**src/sv/hlkc_ram.sv**
```systemverilog
`timescale 1ns / 1ps

module hlkc_ram #(
   parameter int WIDTH = 8,
   parameter int DEPTH = 16,
   localparam int ADDR_W = (DEPTH > 1) ? $clog2(DEPTH) : 1
) (
   input  logic              clock,
   input  logic              wr_en,
   input  logic [ADDR_W-1:0] wr_addr,
   input  logic [WIDTH-1:0]  wr_data,
   input  logic              rd_en,
   input  logic [ADDR_W-1:0] rd_addr,
   output logic [WIDTH-1:0]  rd_data
);

   logic [WIDTH-1:0] mem_ff [DEPTH];
   logic [WIDTH-1:0] rd_data_ff;

   // single write port
   always_ff @(posedge clock) begin
      if (wr_en) begin
         mem_ff[wr_addr] <= wr_data;
      end
   end

   // registered read port
   always_ff @(posedge clock) begin
      if (rd_en) begin
         rd_data_ff <= mem_ff[rd_addr];
      end
   end

   assign rd_data = rd_data_ff;

endmodule

```
**config.mk**
```make
export PLATFORM = sky130hd
export DESIGN_NAME = hlkc_ram
export DESIGN_NICKNAME = d
export VERILOG_FILES = /design/src/sv/hlkc_ram.sv
export SDC_FILE = /design/constraint.sdc
export NUM_CORES = 1
export LEC_CHECK = 0
export BUFFER_PORTS_ARGS = -buffer_cell sky130_fd_sc_hd__buf_2
export CORE_AREA = 2 2 132 121
export CTS_BUF_LIST = sky130_fd_sc_hd__clkbuf_8
export CTS_CLUSTER_DIAMETER = 120
export DETAILED_ROUTE_END_ITERATION = 10
export DIE_AREA = 0 0 134 123
export PLACE_DENSITY = 0.57
export SYNTH_ARGS = -nofsm -noshare
export SYNTH_HDL_FRONTEND = slang
export SYNTH_SLANG_ARGS = --single-unit
```
**constraint.sdc**
```tcl
create_clock -name clock -period 4.6 [get_ports clock]
set_clock_uncertainty 0.15 [all_clocks]
set_input_delay 0.69 -clock clock [delete_from_list [all_inputs] [get_ports clock]]
set_output_delay 0.69 -clock clock [all_outputs]
set_load 0.02 [all_outputs]
```
# Word-level counts from Yosys, hierarchy flattened
# Memory sizes are Yosys's and may differ from the RTL's. A register that Yosys moved wholly into a read port is not among the register bits.
# Cells that the tools add are included.
dict set report totals {
  wordCells 3
  rom_bits 0
  latchBits 0
  out_inout_bits 8
  memories 1
  ram_bits 128
  regBits 0
}
dict set report classes {
  bitwise 0
  eq_ne 0
  mux 2
  mul 0
  shifts 0
  n_div 0
  addsub 0
  magnitude_cmp 0
  reduce_logical 0
}
# name words width rd rd_clocked_by_memory_dff wr line_no
set memory_table {}
lappend memory_table {mem_ff 16 8 1 1 1 17} ;# logic [WIDTH-1:0] mem_ff [DEPTH];
# cell count
set op_table {}
lappend op_table {{1-bit 2-to-1 mux} 2}

# Depth between registers and ports, before layout
dict set report depth {
  word_depth 2
  ltp_mapped 5
}

# Least setup slack after synthesis
# No wires, ideal clock.
dict set report synth_path {
  path_kind {input -> register}
  start {input wr_addr[2]}
  end {memory mem_ff[0][0] (enable)}
  arrival_time_ns 1.800
  path_buffers 0
  slack_ns 2.267
  path_stages 2
  setup_time_ns 0.383
  cell_sequence {or3b_2 > nor3_1}
}
# item line_no
set synth_rtl {}
lappend synth_rtl {{from (decl)} 10} ;# input logic [ADDR_W-1:0] wr_addr,
lappend synth_rtl {{to (decl)} 17}
# Straight into the memory's write port.

==> impl_results.md <==
* Iter 0 DRT Violations at 256
* Vias in the first global route at 2462
* Startpoint types: input port
* Unrepaired setup endpoints after global routing: false
* Maximum VDD drop at 195.6 uV
* Bufs on Longest Clock Path at 2
* Critical path class: input port to flop
* Cell depth of the worst setup path at 4
* Maximum clock rate at 393.4 MHz
* Pwr/cell area at 449.4 mW/mm^2
* Number of diodes at 0
* Worst Hold Path Cells at 1
* Delay-heaviest family, CP: buffers and inverters
* Most common cell in the netlist: edfxtp_1
* #FFs+latches synth at 136
* Mapped cell area at 0.005228 mm^2
* Async set-reset flop share out of synthesis at 0%
* Count of cell types in the netlist at 18
* HPWL after DPL at 6441 um
* Cts hold-fix bufs at 0
* Leakage at 1.969 nW
* Final slew viol count at 0
* Yosys top cell by area: edfxtp_1
* # fillers at 1331
* Die H at 123 um
* Syn_area_per_cell at 22.83 um^2
* Final period utilization at 55.25%
* # setup viols final at 0
* Postcts setup bufs at 0
* Fin nets at 287
* Initial core utilization at 34.58%
* Number of port buffers at 26
* H-tree depth at 4
* Post-CTS Resized at 0
* Final min period at 2.542 ns
* Hold Crit Class: input port to flop
* Ranking of synthesized cells by area: edfxtp_1, mux4_2, mux4_1
* Rows at 43
* Max-cap violations at 0
* Clk sinks at 136
* CTS Buf Count at 17
* Initial antenna violation count at 0
* CTS tree: yes
* Worst Path Buf+Inv at 1
* Root Buffer: clkbuf_8
* # DRC at 0
* Post-Route WL at 10120 um
* Worst setup EP type: flop
* Layout cell share with drive strength beyond 1 at 27.76%
* Routability cong. at 0.7196
* Largest net degree at the start of global routing at 33
* CP max FO at 32
* CP cell instances: buf_2 > mux4_1 > a22oi_1 > nand2_1
* Die area at 0.01648 mm^2
* Synth cell count leaders: edfxtp_1, mux4_2, a22oi_1
* First-pass GRT wire length at 15320 um
* Syn_nets at 248
* Die width at 134 um
* Worst-Skew Late Latency at 0.42 ns
* GRT Overall Usage at 13.44%
* Worst Tran Pin Value at 1.084 ns
* Routed WL per cell at 20.95 um
* Overflow after GRT at 0
* Area Overhead vs Synth at 15.61%
* Post-synth EDFFs at 136
* Worst EP arrival at 2.56 ns
* Min Hold Slack at 0.5003 ns
* Largest stage delay, worst path at 0.80 ns
* Max-slew headroom at the worst pin at 27.71%
* YS warnings at 0
* Synth top area share at 78.12%
* Synth Instances at 229
* Status: completed
* Fin Setup TNS at 0 ns
* Antenna-violating nets left at 0
* Final hold violations at 0
* Main flop type after synthesis: edfxtp_1
* Routed vias/inst at 4.961
* Via count at 2396
* Core box area at 0.01512 mm^2
* Slowest stage cell, crit path: buf_2
* Sequential-to-total area share from yosys stat at 78.12%
* Initial DRT Pass Iterations at 4
* # IOs at 27
* Core Util, Final at 39.97%
* Clk slew on worst S/H paths at 0.08 ns
* CP Data Required Time at 4.62 ns
* Worst r2r path cells at 3
[path summary, 6_finish.rpt]
kind,endpoint,slack (ns),from
worst max-delay path,rd_data[0],2.06,rd_addr[0]
worst min-delay path,rd_data[7],0.50,rd_en
worst max register to register,rd_data[0],2.94,mem_ff[5][0]
worst min register to register,rd_data[6],0.61,mem_ff[12][6]
[state kept, by name, summed over array words and instances, names as in the netlist]
register	cells
mem_ff	128
rd_data	8
[layout make-up]
class	instances	area, um^2	area share, %
flip-flops and latches	136	4084	67.58
clock buffers	17	234.0	3.872
well taps	202	252.7	4.182
clock inverters	15	255.2	4.224
repair buffers	30	160.2	2.650
multi-input cells	83	1057	17.49
[kinds of logic after synthesis]
logic type	count (synthesis)	synth area share, %
AO/OA/AOI/OAI	16	2.298
flip-flops	136	78.12
AND/OR/NAND/NOR	35	3.136
buffers and inverters	10	1.651
multiplexers	32	14.79
[placed cells by master, fill, tap and decap left out]
cell type,count
edfxtp_1,136
buf_2,26
mux4_2,18
clkbuf_8,17
a22oi_1,16
mux4_1,14
nor2_1,13
nand2_1,9
bufinv_16,7
nor3_1,4
buf_4,4
clkinv_1,3
nand3b_1,2
nand2b_1,2
clkinvlp_4,2
clkinv_2,2
nor2b_1,1
and2_1,1
and2b_1,1
nand3_1,1
or3b_2,1
clkinv_4,1
[report_power, final]
part | internal [mW] | switching (mW) | leakage, nW
Clock | 0.748 | 0.438 | 0.238
Sequential | 1.39 | 0.00823 | 1.24
Combinational | 0.0488 | 0.0779 | 0.494
Total | 2.19 | 0.524 | 1.97
[stage by stage]
| step | setup WS, ns | std cells | area (um^2) | power [mW] |
|---|---|---|---|---|
| 2_1_floorplan | 2.267 | 229 | 5228 | 1.506 |
| 3_3_place_gp | 1.572 | 451 | 5554 | 1.557 |
| 3_5_place_dp | 1.521 | 451 | 5554 | 1.561 |
| 4_1_cts | 1.991 | 483 | 6043 | 2.736 |
| 5_1_grt | 1.923 | 483 | 6043 | 2.810 |
| 6_report | 2.058 | 483 | 6043 | 2.716 |
[layer usage]
layer | wire length, um | global-route usage (%) | part of all wire, %
met5 | 0 | 0 | 0
met2 | 4940 | 21.09 | 49
met3 | 635 | 4.018 | 6.3
met1 | 4512 | 18.38 | 45
met4 | 31 | 3.790 | 0.31
No activity file was read; power rests on OpenSTA's default activity.
