===== src/sv/hlkc_pkg.sv =====
`timescale 1ns / 1ps

package hlkc_pkg;

   // default geometry
   localparam int BUCKETS_DEF  = 64;
   localparam int WAYS_DEF     = 8;
   localparam int KEY_BITS_DEF = 64;
   localparam int ID_BITS_DEF  = 32;

   // fixed field widths of the request and response
   localparam int BUCKET_W = 6;
   localparam int TAG_W    = 64;
   localparam int UID_W    = 32;
   localparam int TOTAL_W  = 10;

   // operation codes
   typedef enum logic [1:0] {
      FUNC_LOOKUP = 2'd0,
      FUNC_INSERT = 2'd1,
      FUNC_REMOVE = 2'd2,
      FUNC_NOP    = 2'd3
   } func_type;

   typedef struct packed {
      func_type              func;
      logic [BUCKET_W-1:0]   bucket;
      logic [TAG_W-1:0]      key_tag;
      logic [UID_W-1:0]      uid_in;
   } req_type;

   typedef struct packed {
      logic                  hit;
      logic [UID_W-1:0]      uid_out;
      logic                  status;
      logic                  evicted;
      logic [TOTAL_W-1:0]    total_entries;
   } rsp_type;

   // outcome of one bucket update
   typedef struct packed {
      logic hit;
      logic miss;
      logic evicted;
      logic grow;
      logic shrink;
      logic meta_we;
      logic data_we;
   } upd_flags_type;

endpackage


===== src/sv/hlkc_bucket_logic.sv =====
`timescale 1ns / 1ps

module hlkc_bucket_logic import hlkc_pkg::*; #(
   parameter int WAYS     = WAYS_DEF,
   parameter int KEY_BITS = KEY_BITS_DEF,
   parameter int ID_BITS  = ID_BITS_DEF,
   localparam int WAY_W   = (WAYS > 1) ? $clog2(WAYS) : 1,
   localparam int FILL_W  = $clog2(WAYS + 1)
) (
   input  func_type                          func,
   input  logic [KEY_BITS-1:0]               key,
   input  logic [ID_BITS-1:0]                uid,
   input  logic [FILL_W-1:0]                 fill,
   input  logic [WAYS-1:0][WAY_W-1:0]        order,
   input  logic [WAYS-1:0][KEY_BITS-1:0]     keys,
   input  logic [WAYS-1:0][ID_BITS-1:0]      ids,
   output logic [FILL_W-1:0]                 fill_new,
   output logic [WAYS-1:0][WAY_W-1:0]        order_new,
   output logic [WAYS-1:0][KEY_BITS-1:0]     keys_new,
   output logic [WAYS-1:0][ID_BITS-1:0]      ids_new,
   output logic [ID_BITS-1:0]                hit_id,
   output upd_flags_type                     flags
);

   logic [WAYS-1:0]              valid;
   logic [WAYS-1:0]              match;
   logic                         found;
   logic                         full;
   logic [WAY_W-1:0]             match_way;
   logic [WAY_W-1:0]             hit_pos;
   logic [WAY_W-1:0]             ins_pos;
   logic [WAY_W-1:0]             mv_pos;
   logic [WAY_W-1:0]             ins_slot;
   logic [WAYS-1:0][WAY_W-1:0]   front_order;
   logic [WAYS-1:0][WAY_W-1:0]   drop_order;

   // which ways hold live entries, and which one matches the key
   always_comb begin
      valid = '0;
      for (int p = 0; p < WAYS; p++) begin
         if (FILL_W'(p) < fill) begin
            valid[order[p]] = 1'b1;
         end
      end
      for (int w = 0; w < WAYS; w++) begin
         match[w] = valid[w] && (keys[w] == key);
      end
   end

   assign found = |match;
   assign full  = (fill == FILL_W'(WAYS));

   // way of the match and its position in the recency list
   always_comb begin
      match_way = '0;
      for (int w = 0; w < WAYS; w++) begin
         if (match[w]) begin
            match_way = WAY_W'(w);
         end
      end
      hit_pos = '0;
      for (int p = 0; p < WAYS; p++) begin
         if ((order[p] == match_way) && (FILL_W'(p) < fill)) begin
            hit_pos = WAY_W'(p);
         end
      end
   end

   // new entry goes to the first free position, or replaces the lru one
   assign ins_pos  = full ? WAY_W'(WAYS - 1) : WAY_W'(fill);
   assign mv_pos   = found ? hit_pos : ins_pos;
   assign ins_slot = order[ins_pos];

   // move the chosen position to the front
   always_comb begin
      front_order[0] = order[mv_pos];
      for (int p = 1; p < WAYS; p++) begin
         front_order[p] = (WAY_W'(p) <= mv_pos) ? order[p-1] : order[p];
      end
   end

   // close the gap of a removed entry and park its slot after the live ones
   always_comb begin
      for (int p = 0; p < WAYS; p++) begin
         if (WAY_W'(p) < hit_pos) begin
            drop_order[p] = order[p];
         end else if (FILL_W'(p + 1) < fill) begin
            drop_order[p] = order[(p + 1 < WAYS) ? p + 1 : p];
         end else if (FILL_W'(p + 1) == fill) begin
            drop_order[p] = order[hit_pos];
         end else begin
            drop_order[p] = order[p];
         end
      end
   end

   // per-operation update
   always_comb begin
      fill_new  = fill;
      order_new = order;
      keys_new  = keys;
      ids_new   = ids;
      hit_id    = '0;
      flags     = '0;
      case (func)
         FUNC_LOOKUP: begin
            if (found) begin
               flags.hit     = 1'b1;
               flags.meta_we = 1'b1;
               hit_id        = ids[match_way];
               order_new     = front_order;
            end else begin
               flags.miss = 1'b1;
            end
         end
         FUNC_INSERT: begin
            flags.meta_we = 1'b1;
            order_new     = front_order;
            if (found) begin
               flags.hit = 1'b1;
            end else begin
               flags.data_we      = 1'b1;
               keys_new[ins_slot] = key;
               ids_new[ins_slot]  = uid;
               if (full) begin
                  flags.evicted = 1'b1;
               end else begin
                  flags.grow = 1'b1;
                  fill_new   = fill + FILL_W'(1);
               end
            end
         end
         FUNC_REMOVE: begin
            if (found) begin
               flags.hit     = 1'b1;
               flags.shrink  = 1'b1;
               flags.meta_we = 1'b1;
               order_new     = drop_order;
               fill_new      = fill - FILL_W'(1);
            end else begin
               flags.miss = 1'b1;
            end
         end
         default: begin
         end
      endcase
   end

endmodule


===== config.mk =====
export PLATFORM = sky130hd
export DESIGN_NAME = hlkc_bucket_logic
export DESIGN_NICKNAME = d
export VERILOG_FILES = /design/src/sv/hlkc_pkg.sv /design/src/sv/hlkc_bucket_logic.sv
export SDC_FILE = /design/constraint.sdc
export NUM_CORES = 1
export LEC_CHECK = 0
export BUFFER_PORTS_ARGS = -buffer_cell sky130_fd_sc_hd__buf_4
export CAP_MARGIN = 5
export CORE_AREA = 2 2 676 678
export DETAILED_ROUTE_END_ITERATION = 8
export DIE_AREA = 0 0 678 680
export PLACE_DENSITY = 0.3
export SYNTH_ARGS = -nofsm -noshare
export SYNTH_HDL_FRONTEND = slang
export SYNTH_SLANG_ARGS = --single-unit

===== constraint.sdc =====
create_clock -name vclk -period 6.75
set_clock_uncertainty 0.1 [all_clocks]
set_input_delay 1.35 -clock vclk [all_inputs]
set_output_delay 1.35 -clock vclk [all_outputs]
set_load 0.02 [all_outputs]

Yosys cells after proc, flatten, opt, wreduce, memory -nomap -nowiden
Index checks and enable logic that the tools add are counted.
{"block": "word_totals", "out_inout_bits": 835, "in_bits": 894, "ff_bits": 0, "elab_cells": 219}
{"block": "classes", "order_cmp": 46, "reduce_logical": 28, "bitwise": 7, "add_sub_neg": 2, "eq_ne": 26, "mux": 110}
{"cell": "2-to-1 mux 512 bit", "count": 2}
{"cell": "bitwise mux 512 bit", "count": 1}
{"cell": "equality test 64 bit", "count": 8}
{"cell": "2-to-1 mux 256 bit", "count": 2}
{"cell": "bitwise mux 256 bit", "count": 1}
{"cell": "demux 64 bit (select 3 bit)", "count": 1}
{"cell": "2-to-1 mux 3 bit", "count": 48}
{"cell": "2-to-1 mux 32 bit", "count": 4}
{"cell": "binary-select mux 32 bit (select 3 bit)", "count": 1}
{"cell": "demux 32 bit (select 3 bit)", "count": 1}
{"cell": "one-hot mux 24 bit (3 select lines)", "count": 1}
{"cell": "2-to-1 mux 64 bit", "count": 1}
{"cell": "2-to-1 mux 8 bit", "count": 8}
{"cell": "OR 8 bit", "count": 7}
{"cell": "less-than comparator 3 x 4 -> 1 bit (second input constant)", "count": 13}
{"cell": "2-to-1 mux 24 bit", "count": 2}
{"cell": "binary-select mux 3 bit (select 3 bit)", "count": 3}
{"cell": "greater-or-equal comparator 3 x 1 -> 1 bit (second input constant)", "count": 9}
{"cell": "demux 1 bit (select 3 bit)", "count": 8}
{"cell": "logical AND 1 bit", "count": 24}
{"cell": "equality test 3 bit", "count": 7}
{"cell": "2-to-1 mux 1 bit", "count": 18}
{"cell": "equality test 3 x 4 -> 1 bit (first input constant)", "count": 4}
{"cell": "less-than comparator 3 x 4 -> 1 bit (first input constant)", "count": 4}
{"cell": "other kinds (25)", "count": 41}

Longest topological paths before layout
Gate-level depths: netlist of run 1.
{"block": "depth", "depth_word": 43, "depth_mapped": 22, "depth_no_buf": 17}

Worst setup path after synthesis of run 1
Ideal clock, no wire load.
{"block": "synth_timing", "path_type": "in2out", "start": "input fill[1]", "end": "output order_new[13] (netlist bit)", "t_arrival_ns": 5.952, "cell_stages": 20, "path_buffers": 3, "path_slack_ns": -0.652, "required_time_ns": 5.300, "cell_sequence": "inv_1 > clkbuf_1 > ha_1 > buf_2 > or3b_2 > nand2_1 > o22ai_1 > nor4_2 > a2bb2oi_1 > nor2_1 > or4b_1 > o211ai_2 > a21bo_1 > buf_6 > mux2i_1 > a21boi_1 > o221ai_4 > nor2b_2 > a211oi_1 > o31ai_1"}
{"item": "start: declaration", "line": "hlkc_bucket_logic.sv:13", "source": "input logic [FILL_W-1:0] fill,"}
{"item": "end: declaration", "line": "hlkc_bucket_logic.sv:18", "source": "output logic [WAYS-1:0][WAY_W-1:0] order_new,"}

==> results of run 1 <==
-- worst min path at each step --
stage          startpoint      endpoint
2_1_floorplan     func[1]      flags[1]
3_3_place_gp      func[1]      flags[1]
3_5_place_dp      func[1]      flags[1]
4_1_cts          ids[183]  ids_new[183]
5_1_grt          ids[183]  ids_new[183]
6_report         ids[183]  ids_new[183]
-- cells in the mapped netlist (all sizes together), types with 8 or more instances --
master and n:
clkbuf 226, a21boi 9, xnor2 357, xor2 159, nand4b 11, nor2 61, or4 17, nor3 36
a211oi 14, nand4 159, mux2i 94, and3 9, nor2b 13, mux2 833, nor4 93, and2 13
o32a 9, buf 77, o211ai 73, a221oi 8, ha 9, o21a 8, a21oi 87, nand3 25
nand2 154, a31oi 14, inv 26, o21ai 44, nand2b 12, o31ai 8
-- power groups by stage --
stage / Clock (W) / Combinational, W / Sequential [W]
2_1_floorplan: 0 / 0.00153 / 0
3_3_place_gp: 0 / 0.00497 / 0
3_5_place_dp: 0 / 0.00494 / 0
4_1_cts: 0 / 0.00521 / 0
5_1_grt: 0.000000000198 / 0.00547 / 0
6_report: 0.000000000441 / 0.00534 / 0
-- cell type report --
class | count | area (sq um) | share of cell area
Inverter | 26 | 103 | 0.00177
Tap cell | 6000 | 7510 | 0.130
Timing Repair Buffer | 2960 | 26600 | 0.460
Antenna cell | 33 | 82.6 | 0.00143
Multi-Input combinational cell | 2452 | 23500 | 0.407
-- kinds of logic after synthesis --
group                      share of synthesized area
AOI/OAI and AO/OA                              0.115
xor gates and xnor gates                       0.201
adders and majority gates                    0.00501
buffers and inverters                         0.0573
muxes                                          0.462
and+or+nand+nor                                0.159
-- through the flow --
step	instance area (sq um)	utilization
6_report	57900	0.127
3_5_place_dp	52000	0.115
5_1_grt	57800	0.127
3_3_place_gp	52000	0.115
4_1_cts	55300	0.122
2_1_floorplan	22800	-
-- cell usage in the layout (no fill, tap or decap), drive strengths merged, types with 12 or more instances in the layout --
cell and instances:
o211ai 73, nor2 61, nand2b 12, inv 25
nor4 93, nand3 25, nand4 159, nand2 154
xor2 159, mux2i 94, diode 33, and2 13
xnor2 357, a211oi 14, a21oi 87, clkbuf 16
or4 17, mux2 833, buf 2940, o21ai 44
nor3 36, a31oi 14, nor2b 13
-- per-layer routing --
layer,vias to the layer above,track usage,wire length [um]
met3,513,0.0672,45200
li1,15723,-,-
met5,-,0,705
met1,19642,0.248,205000
met4,104,0.0654,22400
met2,2171,0.339,228000
-- timing repair --
| action | CTS | global route |
|---|---|---|
| gates resized for setup | 540 | 383 |
| setup endpoints to repair | 835 | 833 |
| buffers inserted | 47 | 66 |
| gates cloned | 20 | 17 |
| pin swaps | 60 | 52 |
==> metrics.md, run 1 <==
| Metric | Value |
|---|---|
| Dpl ws | -2.63 ns |
| CP endpoint | order_new[3] |
| Critical path's most frequent cell | buf_6 |
| Switching share of power | 0.591 |
| Period minus WS final | 8.03 ns |
| Sequential power share | 0 |
| IO buf count | 1,729 |
| Core box area | 454,000 sq um |
| Vias | 38,153 |
| Element type at the critical path end | output pin |
| Max-slew headroom | 0.283 |
| Critical path fanouts, max | 6 |
| Final hold violation count | 0 |
| Part of the power in the clock network | 0 |
| Status | finished with violations |
| Worst hold path depth | 3 |
| Max Cap Violations | 0 |
| Delay-heaviest family, CP | buffers and inverters |
| Avg Cell Area, Syn | 8.09 sq um |
| Slew @ Worst Pin | 1.08 ns |
| First-pass GRT wire length | 585 mm |
| Die Area | 461,000 sq um |
| IO Pins | 1,729 |
| Seq Cell Count | 0 |
| Combinational power share | 1.000 |
| Total negative setup slack | -735.84 ns |
| Pwr/cell area | 92.2 nW/um^2 |
| Inst Count DP | 11,318 |
| Tot GR Track Use | 0.205 |
| Worst hold slack | 2.94 ns |
| Failing checks | negative setup slack |
| Fmax | 0.124 GHz |
| Final worst slack | -1.28 ns |
| Worst Setup SP | key[3] |
| Crit path buf inv count | 10 |
| Worst EP required | 5.30 ns |
| Critical Path Source Type | input pin |
| Crit share post-route | 1.19 |
| Most area-consuming cells after synthesis | mux2_2 42%, xnor2_1 14%, xor2_1 6.2% |
| Critical setup path kind | in -> out |
| Reg area | 0 sq um |
| Post-synthesis sequential area ratio | 0 |
| Final Max Tran Viols | 0 |
| Vias/cell | 3.33 |
| Post-CTS Hold Buffers | 0 |
| DRC viols | 0 |
| # fillers | 52,597 |
| RSZ-0062 raised after global routing | true |
| Die Height | 680 um |
| GPL Wtd Cong | 1.08 |
| Vias in the first global route | 38,859 |
| Total power | 0.00534 W |
| CP max-delay cell | nand4_1 |
| Maximum VDD drop | 0.0000489 V |
| Die width | 678 um |
| Clock buffer count in the final layout | 0 |
| Antenna violations before repair | 164 |
| Dominant cell type by area after synthesis | mux2_2 |
| Synth unique cells | 99 |
| Synthesized instance count | 2,781 |
| Pleak | 25.1 nW |
| Share of layout cells above drive strength 1 | 0.738 |
| Crit path largest cell delay | 0.64 ns |
| Area Overhead vs Synth | 157% |
| Syn Nets | 3,684 |
| Synth Warn # | 0 |
| Routed Wire Length | 502 mm |
| DR WL/cell | 43.7 um |
| Non-filler cells, final | 11,471 |
| Row count | 248 |
| Crit path depth | 25 |
| Post-synth top area share | 0.417 |
| Post-DP HPWL | 451 mm |
| Final ANT Viol Nets | 0 |
| Initial DRC Count | 3,608 |
| Sw power | 0.00315 W |
| Starting Density | 0.0495 |
| Synthesized area | 22,500 sq um |
| Drt first pass iters | 6 |
| Internal power | 0.00218 W |
| Worst min-delay path category | in -> out |
| Largest net degree at the start of global routing | 126 |
| Fin nets | 6,343 |
| Setup violators final | 834 |
| Arr. time, crit path | 6.58 ns |
| Final global-route overflow total | 0 |
No activity file was read; power rests on OpenSTA's default activity.
==> run 2: changes to the inputs <==
--- a/config.mk
+++ b/config.mk
@@ -6,7 +6,6 @@
 export NUM_CORES = 1
 export LEC_CHECK = 0
 export BUFFER_PORTS_ARGS = -buffer_cell sky130_fd_sc_hd__buf_4
-export CAP_MARGIN = 5
 export CORE_AREA = 2 2 676 678
 export DETAILED_ROUTE_END_ITERATION = 8
 export DIE_AREA = 0 0 678 680
==> constraint.sdc (replaced) <==
create_clock -name vclk -period 8.1
set_clock_uncertainty 0.1 [all_clocks]
set_input_delay 1.62 -clock vclk [all_inputs]
set_output_delay 1.62 -clock vclk [all_outputs]
set_load 0.02 [all_outputs]
==> run 2 against run 1 <==
The flow still finishes with violations (negative setup slack). Design area shrank 9.4%. Final cell count fell by 2.5%. First-iteration DRC count down 8.6%. Via count shrank 3.4%. Setup slack improved by 0.78 ns. Non-clock buffer count is 305 lower. Core utilization fell by 1.2 points. Combinational power is 21% lower. Die area is the same. Largest cell class is now multi-input gates. Highest routed layer unchanged.
==> metrics.md, run 2 (same netlist as run 1, synthesis figures left out) <==
| Metric | Value |
|---|---|
| Status | finished with violations |
| Failing checks | negative setup slack |
| CP max-delay cell | nor4_4 |
| Pwr/cell area | 80.2 nW/um^2 |
| IO Pins | 1,729 |
| RSZ-0062 raised after global routing | true |
| IO buf count | 1,729 |
| Area Overhead vs Synth | 133% |
| Routed Wire Length | 500 mm |
| Crit share post-route | 1.06 |
| Critical setup path kind | in -> out |
| Final ANT Viol Nets | 0 |
| Gr busiest metal | met2 |
| Met3 Use GR | 0.0771 |
| Share of layout cells above drive strength 1 | 0.727 |
| Vias | 36,866 |
| DRC viols | 0 |
| Initial DRC Count | 3,296 |
| Seq Cell Count | 0 |
| Fmax | 0.116 GHz |
| GPL Wtd Cong | 1.08 |
| Clock buffer count in the final layout | 0 |
| Reg area | 0 sq um |
| Slew @ Worst Pin | 0.865 ns |
| Vias/cell | 3.30 |
| Commonest non-fill, non-tap cell in the layout | buf_4 |
| Max-slew headroom | 0.418 |
| Tot GR Track Use | 0.207 |
| # fillers | 52,848 |
| Worst hold slack | 3.49 ns |
| CP Cell Sequence | buf_8 -> buf_12 -> xor2_4 -> nor4_2 -> nand4_1 -> nor4_4 -> buf_4 -> buf_6 -> nand2_4 -> o2bb2ai_4 -> or4_4 -> o21ai_4 -> buf_6 -> and3b_2 -> nor2_4 -> a21o_4 -> buf_6 -> nand2_4 -> nor2_4 -> o211ai_1 -> nand3b_1 -> buf_6 |
| Setup violators final | 24 |
| Maximum VDD drop | 0.0000445 V |
| Dpl ws | -2.26 ns |
| Starting Density | 0.0495 |
| Row count | 248 |
| Max Cap Violations | 0 |
| Element type at the critical path end | output pin |
| Met1 Resource Use GR | 0.250 |
| Die width | 678 um |
| Post-CTS Hold Buffers | 0 |
| Post-DP HPWL | 460 mm |
| Drt first pass iters | 5 |
| Die Area | 461,000 sq um |
| Final Max Tran Viols | 0 |
| Final hold violation count | 0 |
| Most frequent cells in the layout | 2,430 x buf_4, 832 x mux2_2, 341 x xnor2_1 |
| Critical path's most frequent cell | buf_6 |
| Crit path largest cell delay | 0.75 ns |
| Grt met2 use | 0.337 |
| Critical path fanouts, max | 9 |
| Critical Path Source Type | input pin |
| Antenna violations before repair | 190 |
| Core box area | 454,000 sq um |
| Vias in the first global route | 37,250 |
| Die Height | 680 um |
| Largest net degree at the start of global routing | 128 |
| Final worst slack | -0.501 ns |
| Fin nets | 6,038 |
| Worst EP required | 6.38 ns |
| Final global-route overflow total | 0 |
| Pleak | 21.5 nW |
| Period minus WS final | 8.60 ns |
| Worst min-delay path category | in -> out |
| First-pass GRT wire length | 588 mm |
| Arr. time, crit path | 6.88 ns |
| DR WL/cell | 44.7 um |
==> run 2: changes by cell type in the layout (fill, tap and decap cells not counted), moves of 19 or more <==
cell | previous run | this run
buf_12 | 165 | 136
xnor2_1 | 322 | 341
mux2_4 | 191 | 0
buf_4 | 2451 | 2430
buf_8 | 43 | 5
buf_6 | 245 | 83
buf_16 | 36 | 1
mux2_2 | 642 | 832
==> run 2: power by group <==
| group | internal [W] | switching (W) |
|---|---|---|
| logic | 0.00160 | 0.00261 |
| clock network | 0.000000000607 | 0 |
| registers | 0 | 0 |
| total | 0.00160 | 0.00261 |
==> run 2: worst max-delay path: cells and delay by family <==
family,cells,cell delay (ns)
AOI/OAI and AO/OA,4,0.82
xor gates and xnor gates,1,0.20
buffers and inverters,7,1.30
and+or+nand+nor,10,2.77
==> run 2: through the flow <==
stage | TNS [ns] | instance area, sq um | util | total power [W] | std cells
after floorplan | 0 | 22500 | - | 0.00126 | 2781
after CTS | -8.82 | 51600 | 0.114 | 0.00418 | 11121
after global routing | -7.56 | 52300 | 0.115 | 0.00430 | 11150
after detailed placement | -476.99 | 50200 | 0.110 | 0.00407 | 11084
final | -7.17 | 52400 | 0.115 | 0.00420 | 11182
after global placement | -469.97 | 50200 | 0.110 | 0.00409 | 11083
==> run 2: layout make-up <==
cell class	instances	area (sq um)	share of cell area
inverters	26	97.6	0.00186
well taps	6000	7510	0.143
repair buffers	2655	22000	0.420
diodes	49	123	0.00234
multi-input cells	2452	22700	0.433
==> run 2: final timing paths <==
path                  from            end  slack, ns  cells after the start
setup / recovery   key[20]  order_new[22]      -0.50                     22
hold / removal    ids[156]   ids_new[156]       3.49                      3
==> run 2: timing repair <==
item | in CTS | in global routing
setup endpoints to repair | 825 | 147
gates resized for setup | 235 | 112
buffers inserted | 40 | 14
pin swaps | 87 | 59
==> run 2: layer usage <==
metal,wire length [um],vias up
met2,227000,2066
li1,-,15126
met1,204000,19123
met5,515,-
met3,48000,471
met4,20400,80
